[config.mk]
export PLATFORM = sky130hd
export DESIGN_NAME = trial_division_primality_test_top
export DESIGN_NICKNAME = d
export VERILOG_FILES = /design/src/rtl/tdp_pkg.sv /design/src/rtl/tdp_front.sv /design/src/rtl/tdp_queue.sv /design/src/rtl/tdp_back.sv /design/src/rtl/trial_division_primality_test_top.sv
export SDC_FILE = /design/constraint.sdc
export NUM_CORES = 1
export LEC_CHECK = 0
export ABC_CLOCK_PERIOD_IN_PS = 5400
export BUFFER_PORTS_ARGS = -buffer_cell sky130_fd_sc_hd__buf_2
export CAP_MARGIN = 10
export CORE_UTILIZATION = 69
export CTS_BUF_LIST = sky130_fd_sc_hd__clkbuf_2 sky130_fd_sc_hd__clkbuf_4 sky130_fd_sc_hd__clkbuf_8
export CTS_CLUSTER_DIAMETER = 150
export DETAILED_ROUTE_END_ITERATION = 12
export GPL_TIMING_DRIVEN = 0
export PLACE_DENSITY = 0.87
export SLEW_MARGIN = 20
export SYNTH_ARGS = -nofsm -noshare
export SYNTH_HDL_FRONTEND = slang
export SYNTH_SLANG_ARGS = --single-unit
[constraint.sdc]
create_clock -name i_clk -period 5.4 [get_ports i_clk]
set_input_delay 0 -clock i_clk [delete_from_list [all_inputs] [get_ports i_clk]]
set_output_delay 0 -clock i_clk [all_outputs]
set_load 0.05 [all_outputs]
[src/rtl/tdp_pkg.sv]
// Shared types and codes for the trial-division primality tester.
// No dependencies; used by front, back and top-level modules.
`default_nettype none
package tdp_pkg;

    localparam int OutDataW = 8;

    typedef enum logic [1:0] {
        KIND_NOT_PRIME = 2'd0,
        KIND_PRIME     = 2'd1,
        KIND_TRIAL     = 2'd2
    } t_kind;

    typedef enum logic [3:0] {
        ST_IDLE  = 4'b0001,
        ST_DIV   = 4'b0010,
        ST_CHECK = 4'b0100,
        ST_DONE  = 4'b1000
    } t_state;

endpackage
`default_nettype wire

[src/rtl/tdp_front.sv]
// Front end: accepts input beats and classifies each value.
// Depends on tdp_pkg for the kind codes.
`default_nettype none
module tdp_front #(
    parameter int VALUE_WIDTH = 32
) (
    input  wire logic                   i_clk,
    input  wire logic                   i_rst_n,
    input  wire logic                   i_valid,
    output logic                        o_ready,
    input  wire logic [VALUE_WIDTH-1:0] i_value,
    output logic                        o_valid,
    input  wire logic                   i_ready,
    output logic [VALUE_WIDTH+1:0]      o_entry
);

    logic                   r_valid;
    tdp_pkg::t_kind         r_kind;
    logic [VALUE_WIDTH-1:0] r_value;
    tdp_pkg::t_kind         n_kind;

    assign o_ready = !r_valid || i_ready;
    assign o_valid = r_valid;
    assign o_entry = {r_kind, r_value};

    always_comb begin
        if (i_value[VALUE_WIDTH-1]) begin
            n_kind = tdp_pkg::KIND_NOT_PRIME;
        end else if (i_value[VALUE_WIDTH-1:1] == '0) begin
            n_kind = tdp_pkg::KIND_NOT_PRIME;
        end else if (i_value == VALUE_WIDTH'(2)) begin
            n_kind = tdp_pkg::KIND_PRIME;
        end else if (!i_value[0]) begin
            n_kind = tdp_pkg::KIND_NOT_PRIME;
        end else begin
            n_kind = tdp_pkg::KIND_TRIAL;
        end
    end

    always_ff @(posedge i_clk) begin
        if (!i_rst_n) begin
            r_valid <= 1'b0;
        end else if (o_ready) begin
            r_valid <= i_valid;
        end
    end

    always_ff @(posedge i_clk) begin
        if (o_ready && i_valid) begin
            r_kind  <= n_kind;
            r_value <= i_value;
        end
    end

endmodule
`default_nettype wire

[src/rtl/tdp_queue.sv]
// Two-entry queue between the front end and the divider back end.
// No dependencies.
`default_nettype none
module tdp_queue #(
    parameter int WIDTH = 34
) (
    input  wire logic             i_clk,
    input  wire logic             i_rst_n,
    input  wire logic             i_valid,
    output logic                  o_ready,
    input  wire logic [WIDTH-1:0] i_data,
    output logic                  o_valid,
    input  wire logic             i_ready,
    output logic [WIDTH-1:0]      o_data
);

    logic [WIDTH-1:0] r_mem [2];
    logic             r_wr_ptr;
    logic             r_rd_ptr;
    logic [1:0]       r_count;
    logic             push;
    logic             pop;

    assign o_ready = (r_count != 2'd2);
    assign o_valid = (r_count != 2'd0);
    assign o_data  = r_mem[r_rd_ptr];
    assign push    = i_valid && o_ready;
    assign pop     = o_valid && i_ready;

    always_ff @(posedge i_clk) begin
        if (!i_rst_n) begin
            r_wr_ptr <= 1'b0;
            r_rd_ptr <= 1'b0;
            r_count  <= 2'd0;
        end else begin
            if (push) begin
                r_wr_ptr <= !r_wr_ptr;
            end
            if (pop) begin
                r_rd_ptr <= !r_rd_ptr;
            end
            if (push && !pop) begin
                r_count <= r_count + 2'd1;
            end else if (pop && !push) begin
                r_count <= r_count - 2'd1;
            end
        end
    end

    always_ff @(posedge i_clk) begin
        if (push) begin
            r_mem[r_wr_ptr] <= i_data;
        end
    end

endmodule
`default_nettype wire

[src/rtl/tdp_back.sv]
// Back end: trial division by odd divisors with a bit-serial divider,
// plus the output register. Depends on tdp_pkg for kinds and states.
`default_nettype none
module tdp_back #(
    parameter int VALUE_WIDTH = 32
) (
    input  wire logic                   i_clk,
    input  wire logic                   i_rst_n,
    input  wire logic                   i_valid,
    output logic                        o_ready,
    input  wire logic [VALUE_WIDTH+1:0] i_entry,
    output logic                        o_valid,
    input  wire logic                   i_ready,
    output logic                        o_is_prime
);

    localparam int CntW = $clog2(VALUE_WIDTH);

    tdp_pkg::t_state        r_state;
    logic [VALUE_WIDTH-1:0] r_value;
    logic [VALUE_WIDTH-1:0] r_dvd;
    logic [VALUE_WIDTH-1:0] r_div;
    logic [VALUE_WIDTH-1:0] r_quo;
    logic [VALUE_WIDTH-1:0] r_rem;
    logic [CntW-1:0]        r_cnt;
    logic                   r_result;
    logic                   r_out_valid;
    logic                   r_out_prime;
    tdp_pkg::t_kind         kind;
    logic [VALUE_WIDTH:0]   shifted;
    logic [VALUE_WIDTH:0]   diff;
    logic                   fits;
    logic                   out_free;

    assign kind     = tdp_pkg::t_kind'(i_entry[VALUE_WIDTH+1:VALUE_WIDTH]);
    assign shifted  = {r_rem, r_dvd[VALUE_WIDTH-1]};
    assign diff     = shifted - {1'b0, r_div};
    assign fits     = !diff[VALUE_WIDTH];
    assign out_free = !r_out_valid || i_ready;

    assign o_ready    = (r_state == tdp_pkg::ST_IDLE);
    assign o_valid    = r_out_valid;
    assign o_is_prime = r_out_prime;

    always_ff @(posedge i_clk) begin
        if (!i_rst_n) begin
            r_state     <= tdp_pkg::ST_IDLE;
            r_out_valid <= 1'b0;
        end else begin
            if (r_state == tdp_pkg::ST_DONE && out_free) begin
                r_out_valid <= 1'b1;
            end else if (i_ready) begin
                r_out_valid <= 1'b0;
            end
            unique case (r_state)
                tdp_pkg::ST_IDLE: begin
                    if (i_valid) begin
                        if (kind == tdp_pkg::KIND_TRIAL) begin
                            r_state <= tdp_pkg::ST_DIV;
                        end else begin
                            r_state <= tdp_pkg::ST_DONE;
                        end
                    end
                end
                tdp_pkg::ST_DIV: begin
                    if (r_cnt == '0) begin
                        r_state <= tdp_pkg::ST_CHECK;
                    end
                end
                tdp_pkg::ST_CHECK: begin
                    if (r_div > r_quo || r_rem == '0) begin
                        r_state <= tdp_pkg::ST_DONE;
                    end else begin
                        r_state <= tdp_pkg::ST_DIV;
                    end
                end
                tdp_pkg::ST_DONE: begin
                    if (out_free) begin
                        r_state <= tdp_pkg::ST_IDLE;
                    end
                end
                default: begin
                    r_state <= tdp_pkg::ST_IDLE;
                end
            endcase
        end
    end

    always_ff @(posedge i_clk) begin
        case (r_state)
            tdp_pkg::ST_IDLE: begin
                r_value  <= i_entry[VALUE_WIDTH-1:0];
                r_dvd    <= i_entry[VALUE_WIDTH-1:0];
                r_div    <= VALUE_WIDTH'(3);
                r_rem    <= '0;
                r_cnt    <= CntW'(VALUE_WIDTH - 1);
                r_result <= (kind == tdp_pkg::KIND_PRIME);
            end
            tdp_pkg::ST_DIV: begin
                r_dvd <= {r_dvd[VALUE_WIDTH-2:0], 1'b0};
                r_quo <= {r_quo[VALUE_WIDTH-2:0], fits};
                r_rem <= fits ? diff[VALUE_WIDTH-1:0] : shifted[VALUE_WIDTH-1:0];
                r_cnt <= r_cnt - CntW'(1);
            end
            tdp_pkg::ST_CHECK: begin
                r_result <= (r_div > r_quo);
                r_div    <= r_div + VALUE_WIDTH'(2);
                r_dvd    <= r_value;
                r_rem    <= '0;
                r_cnt    <= CntW'(VALUE_WIDTH - 1);
            end
            tdp_pkg::ST_DONE: begin
                if (out_free) begin
                    r_out_prime <= r_result;
                end
            end
            default: begin
                r_cnt <= r_cnt;
            end
        endcase
    end

endmodule
`default_nettype wire

[src/rtl/trial_division_primality_test_top.sv]
// Top level of the trial-division primality tester.
// Instantiates tdp_front, tdp_queue and tdp_back; uses tdp_pkg.
//
//   channel  dir  tdata bits                       handshake
//   s_axis   in   [VALUE_WIDTH-1:0] value, signed  i_s_axis_tvalid / o_s_axis_tready
//   m_axis   out  [0] is_prime                     o_m_axis_tvalid / i_m_axis_tready
//
// Negative, 0, 1, 2 and even values are classified by the front end and skip the divider.
// Odd values are divided by each odd divisor 3, 5, ... up to isqrt(value) or
// the first factor, using the one-bit-per-cycle divider.
// Synchronous active-low reset clears all valids; the queue holds two items.
// Either side may stall independently; the front keeps accepting until full.
`default_nettype none
module trial_division_primality_test_top #(
    parameter int VALUE_WIDTH = 32
) (
    input  wire logic                   i_clk,
    input  wire logic                   i_rst_n,
    input  wire logic                   i_s_axis_tvalid,
    output logic                        o_s_axis_tready,
    // [VALUE_WIDTH-1:0] value, rest zero
    input  wire logic [((VALUE_WIDTH+7)/8)*8-1:0] i_s_axis_tdata,
    output logic                        o_m_axis_tvalid,
    input  wire logic                   i_m_axis_tready,
    // [0] is_prime, [7:1] zero
    output logic [tdp_pkg::OutDataW-1:0] o_m_axis_tdata
);

    logic                   fq_valid;
    logic                   fq_ready;
    logic [VALUE_WIDTH+1:0] fq_entry;
    logic                   qb_valid;
    logic                   qb_ready;
    logic [VALUE_WIDTH+1:0] qb_entry;
    logic                   is_prime;

    assign o_m_axis_tdata = {{(tdp_pkg::OutDataW-1){1'b0}}, is_prime};

    tdp_front #(.VALUE_WIDTH(VALUE_WIDTH)) u_front (
        .i_clk   (i_clk),
        .i_rst_n (i_rst_n),
        .i_valid (i_s_axis_tvalid),
        .o_ready (o_s_axis_tready),
        .i_value (i_s_axis_tdata[VALUE_WIDTH-1:0]),
        .o_valid (fq_valid),
        .i_ready (fq_ready),
        .o_entry (fq_entry)
    );

    tdp_queue #(.WIDTH(VALUE_WIDTH + 2)) u_queue (
        .i_clk   (i_clk),
        .i_rst_n (i_rst_n),
        .i_valid (fq_valid),
        .o_ready (fq_ready),
        .i_data  (fq_entry),
        .o_valid (qb_valid),
        .i_ready (qb_ready),
        .o_data  (qb_entry)
    );

    tdp_back #(.VALUE_WIDTH(VALUE_WIDTH)) u_back (
        .i_clk      (i_clk),
        .i_rst_n    (i_rst_n),
        .i_valid    (qb_valid),
        .o_ready    (qb_ready),
        .i_entry    (qb_entry),
        .o_valid    (o_m_axis_tvalid),
        .i_ready    (i_m_axis_tready),
        .o_is_prime (is_prime)
    );

endmodule
`default_nettype wire

# Word level (Yosys, flattened, before mapping)
# Memory sizes are Yosys's and may differ from the RTL's. A register that Yosys moved wholly into a read port is not among the register bits.
# Cells that the tools add are included.
op_classes:
  n_addsub: 5
  magnitude_cmp: 1
  eq_ne: 11
  muxes: 22
  n_reduce_logical: 30
ops:
  columns: ["op", "n"]
  rows:
  - ["$pmux 32 s2", 2]
  - ["$pmux 32 s3", 1]
  - ["$sub 33x32->33", 1]
  - ["$add 32x2->32 const B", 1]
  - ["$eq 32x2->1 const B", 1]
  - ["$gt 32x32->1", 1]
  - ["$logic_not 32->1", 1]
  - ["$mux 32", 1]
  - ["$logic_not 31->1", 1]
  - ["$mux 4", 5]
  - ["$pmux 4 s4", 1]
  - ["$pmux 5 s2", 1]
  - ["$reduce_bool 2->1", 5]
  - ["$logic_not 1->1", 7]
  - ["$mux 1", 7]
  - ["$logic_and 1x1->1", 6]
  - ["$mux 2", 3]
  - ["$ne 2x1->1 const B", 3]
  - ["$logic_not 5->1", 1]
  - ["$sub 5x1->5 const B", 1]
  - ["$eq 4x1->1 const B", 1]
  - ["$eq 4x2->1 const B", 1]
  - ["$eq 4x3->1 const B", 1]
  - ["$eq 4x4->1 const B", 1]
  - ["12 further kinds", 15]
word_totals:
  regBits: 211
  ramBits: 68
  input_bits: 36
  out_inout_bits: 10
  wordCells: 87
  mem_count: 1
memory_table:
  columns: ["memory", "words", "word_bits", "rd", "rd_ports_with_merged_regs", "write_ports", "line", "rtl"]
  rows:
  - ["u_queue.r_mem", 2, 34, 1, 1, 1, "tdp_queue.sv:17", "logic [WIDTH-1:0] r_mem [2];"]

# Logic depth before layout (Yosys ltp)
logic_depth:
  depth_word: 6
  ltp_mapped: 15
  ltp_nobuf: 12

# Cells and area by module
# Synthesis repeated with hierarchy kept, for this count alone.
hier_totals:
  cells_unflattened: 1102
  area_unflattened_um2: 13485.4
by_module_without_submodules:
  columns: ["mod", "instances", "cells_each", "area_per_inst_um2", "seq_area_each_um2"]
  rows:
  - ["tdp_back", 1, 908, 9569.2, 5084.9]
  - ["tdp_queue", 1, 130, 2692.6, 2142.1]
  - ["tdp_front", 1, 55, 1159.9, 1041.0]
  - ["trial_division_primality_test_top", 1, 9, 63.8, 0.0]

# Least setup slack after synthesis
# OpenSTA, ideal clock, no wires.
synth_path:
  path_kind: "flip-flop to flip-flop"
  from: "register u_back.r_state[1]"
  to: "register u_back.r_div[10], enable pin"
  setup_ns: 0.415
  t_arrival_ns: 2.971
  t_required_ns: 4.985
  path_slack_ns: 2.013
  path_stages_with_launch: 7
  n_path_buf: 1
  period_less_slack_ns: 3.387
  cell_sequence: "dfxtp_1 nor2_1 nand3b_1 inv_1 nor2_1 inv_1 buf_1"
synth_between:
  elab_chain_cells: 2
  elab_cells_between_ends: 3
  classes_between: "eq/ne: 2; reduce/logical: 1"
synth_rtl:
  columns: ["element", "line", "rtl"]
  rows:
  - ["from (decl)", "tdp_back.sv:19", "tdp_pkg::t_state r_state;"]
  - ["from (signal assigned)", "tdp_back.sv:47", "r_state <= tdp_pkg::ST_IDLE;"]
  - ["from (signal assigned)", "tdp_back.sv:59", "r_state <= tdp_pkg::ST_DIV;"]
  - ["from (signal assigned)", "tdp_back.sv:61", "r_state <= tdp_pkg::ST_DONE;"]
  - ["$eq 4x1->1 / $eq 4x3->1 (equally long branches)", "tdp_back.sv:90", "case (r_state)"]
  - ["$reduce_bool 2->1 (no source line) *", null, null]
  - ["to (signal assigned)", "tdp_back.sv:107", "r_div <= r_div + VALUE_WIDTH'(2);"]
  - ["to (decl)", "tdp_back.sv:22", "logic [VALUE_WIDTH-1:0] r_div;"]
# Mark *: on every way between the ends. The rest lies on a longest branch, timed or not.
# A chain may end at the register's enable or synchronous reset.

# Worst setup path after layout
layout_path:
  from: "register u_back.r_div[3]"
  to: "register u_back.r_rem[23], data pin"
layout_between:
  elab_chain_cells: 3
layout_rtl:
  columns: ["element", "line", "rtl"]
  rows:
  - ["$sub 33x32->33", "tdp_back.sv:37", "assign diff = shifted - {1'b0, r_div};"]
  - ["$mux 32", "tdp_back.sv:102", "r_rem <= fits ? diff[VALUE_WIDTH-1:0] : shifted[VALUE_WIDTH-1:0];"]
  - ["$pmux 32 s2", "tdp_back.sv:90", null]
  - ["to (signal assigned)", "tdp_back.sv:102", null]
  - ["to (decl)", "tdp_back.sv:24", "logic [VALUE_WIDTH-1:0] r_rem;"]
# No other way between the ends.

==> run_results.csv <==
group,metric,value,unit
outcome,status,"finished clean",
power_and_ir_drop,p_per_area,621,nW/um^2
final_layout,nets,1296,
sta,finalCriticalPeriod,3.65,ns
floorplanning,die_x,142,um
setup_path,critPathLaunchType,"flop",
floorplanning,dieArea,20200,um^2
synth,synth_top_area_share,59.4,%
clock_tree,cts_sinks,279,
sta,fmax,274,MHz
synth,synth_edf_count,268,
drt,antenna_left,0,
global_routing,grt_max_degree,36,
clock_tree,clk_latency,0.56,ns
clock_tree,cts_hold_buf,36,
synth,ys.flop_type,"edfxtp_1",
hold_path,hold_class,"in -> reg",
drt,via_per_inst,6.22,
drt,drc,0,
global_routing,antenna_found_initial,0,
sta,skew,0.0249,ns
placed_design,pre_cts_ws,1.86,ns
power_and_ir_drop,p_leak,6.01,nW
sta,setup_slack,1.75,ns
final_layout,drive_gt1_share,17.0,%
power_and_ir_drop,power_frac_clock,18.3,%
power_and_ir_drop,comb_power_share,44.0,%
global_routing,grt_pass1_wl,49700,um
clock_tree,cts_buffer_depth,3,
power_and_ir_drop,sequentialPowerShare,37.7,%
sta,setup_viol,0,
clock_tree,cts-root-buf,"clkbuf_8",
final_layout,multi_input_area,4840,um^2
sta,tightest_slew,0.834,ns
drt,routedWlPerCell,21.5,um
placed_design,io_buffers,38,
sta,fin_tns_setup,0,ns
power_and_ir_drop,swShare,39.8,%
final_layout,antenna_cells,0,
sta,finalHoldViolations,0,
synth,yosys_warnings,0,
setup_path,critPathKind,"reg -> reg",
floorplanning,core_area,19000,um^2
global_routing,globalRouteTotalUtil,32.8,%
floorplanning,rows,50,
synth,synth_area_leader_cell,"edfxtp_1",
power_and_ir_drop,power_switching,3.82,mW
synth,yosys_register_bits,279,
setup_path,cp.required,5.81,ns
sta,slew_viol_final,0,
sta,timing.final.crit_share,67.5,%
power_and_ir_drop,ir_drop,0.000401,V
drt,drt_iter0_drc,732,
synth,synthCells,1061,
global_routing,grt_pass1_vias,9567,
clock_tree,ctsResizeCount,0,
synth,synth.most_common_cell,"edfxtp_1",
synth,synth_area,13600,um^2
drt,vias,9241,
setup_path,arrival,4.06,ns
synth,yosys-top-cells-count,"edfxtp_1, inv_1, nor2_1",
clock_tree,cts.clk_slew.worst_paths,0.07,ns
synth,yosysSeqAreaShare,61.0,%
clock_tree,cts_setup_buffers,0,
drt,routed_wirelength,32000,um
flow_run,maxCapViolations,0,
final_layout,fillers,993,
final_layout,area_delta_synth_final,14.1,%
synth,netlist_top_cells_area,"edfxtp_1, ha_1, xnor2_1",
synth,async_reset_ff_share,0,%
global_routing,grt_overflow,0,
clock_tree,cts_inserted_buffers,44,
clock_tree,htreeDepth,2,
setup_path,worstSetupEndpointType,"flop",
clock_tree,cts_tree,"done",
synth,yosysUniqueCellTypes,62,
power_and_ir_drop,p_int,5.79,mW
floorplanning,die_y,142,um
drt,drtPass1Iterations,7,
synth,avgSynthCellArea,12.8,um^2
floorplanning,ios,46,
sta,relSlewSlack,44.4,%
placed_design,dp_hpwl,19500,um
setup_path,critPathMaxFanout,10,
placed_design,gp_congestion,0.933,
floorplanning,initial_utilization,71.5,%
sta,grt_setup_unrepaired,"false",
final_layout,regArea,8270,um^2
-- logic make-up (layout without fill, tap and decap cells) --
group                      Yosys count  count (layout)  synth area share (%)
buffers and inverters              115             274                  3.67
adders and majority gates           66              66                  6.15
other                                1               7                0.0277
DFF                                279             279                  61.0
muxes                               35              35                  2.88
and+or+nand+nor                    268             268                  9.61
AOI/OAI and AO/OA                  232             232                  12.4
xor gates and xnor gates            65              65                  4.26
-- final timing paths --
check,start,endpoint,slack (ns),cells after the start
worst max-delay path,u_back.r_div[3],u_back.r_rem[23],1.75,12
worst min-delay path,i_s_axis_tdata[8],u_front.r_value[8],0.17,2
worst max register to register,u_back.r_div[3],u_back.r_rem[23],1.75,12
worst min register to register,u_back.r_result,u_back.o_is_prime,0.43,0
-- worst max-delay path: stages, from the launching register on --
cell and delay (ns):
edfxtp_1 0.49, inv_1 0.09, ha_1 0.37, o211ai_1 0.14, o211ai_2 0.29, nand4_2 0.21, a311o_1 0.39, a21oi_2 0.16
o221ai_2 0.13, xor2_2 0.40, clkbuf_1 0.53, nand2_1 0.15, a21oi_2 0.14
-- registers in the layout, summed over array words and instances (netlist names), named ones only --
name	count
u_back.r_state	4
u_front.r_kind	2
u_back.r_value	32
u_back.r_result	1
u_back.r_quo	32
u_queue.r_mem	68
u_queue.r_wr_ptr	1
u_queue.r_count	2
u_back.o_is_prime	1
u_front.r_value	32
u_back.r_rem	32
u_back.r_div	31
u_back.r_dvd	32
u_front.o_valid	1
u_queue.r_rd_ptr	1
u_back.o_valid	1
u_back.r_cnt	5
-- power groups by stage --
stage / combinational [mW] / sequential, mW / clock (mW)
finish: 4.23 / 3.62 / 1.76
global placement: 3.89 / 3.61 / 0
floorplan: 3.19 / 3.50 / 0
global route: 4.62 / 3.66 / 1.86
CTS: 4.17 / 3.58 / 1.75
detailed placement: 4.10 / 3.61 / 0
-- metrics by stage --
step | total power, mW | hold slack (ns) | instances | utilization [%] | area [um^2]
4_1_cts | 9.51 | 0.142 | 1486 | 81.5 | 15500
3_3_place_gp | 7.50 | 0.191 | 1365 | 74.3 | 14100
6_report | 9.61 | 0.172 | 1486 | 81.6 | 15500
3_5_place_dp | 7.72 | 0.194 | 1372 | 75.2 | 14300
5_1_grt | 10.1 | 0.152 | 1486 | 81.6 | 15500
2_1_floorplan | 6.69 | 0.0989 | 1067 | - | 13600
-- metal layers --
layer | up-vias | share of wire [%] | global-route usage (%)
met3 | 101 | 5.9 | 4.95
met2 | 415 | 52 | 59.5
met5 | - | 0 | 0
met1 | 4508 | 37 | 37.4
li1 | 4217 | - | -
met4 | 0 | 4.6 | 17.8
-- layout make-up --
class / instances / area share (%)
Sequential cell: 279 / 53.5
Clock inverter: 19 / 0.744
Timing Repair Buffer: 81 / 4.51
Clock buffer: 59 / 4.64
Buffer: 39 / 1.39
Inverter: 76 / 1.84
Multi-Input combinational cell: 673 / 31.3
Tap cell: 260 / 2.10
-- placed cells by master (no fill, tap or decap), drive strengths merged, types with 23 or more instances in the layout --
cell         count
xnor2           54
a22o            33
nor2            74
inv             78
o21ai           23
a21oi           68
clkbuf          81
nand2           85
ha              65
buf             62
edfxtp         268
mux2            32
dlygate4sd3     36
a21o            58
Power figures use the tool's default switching activity.
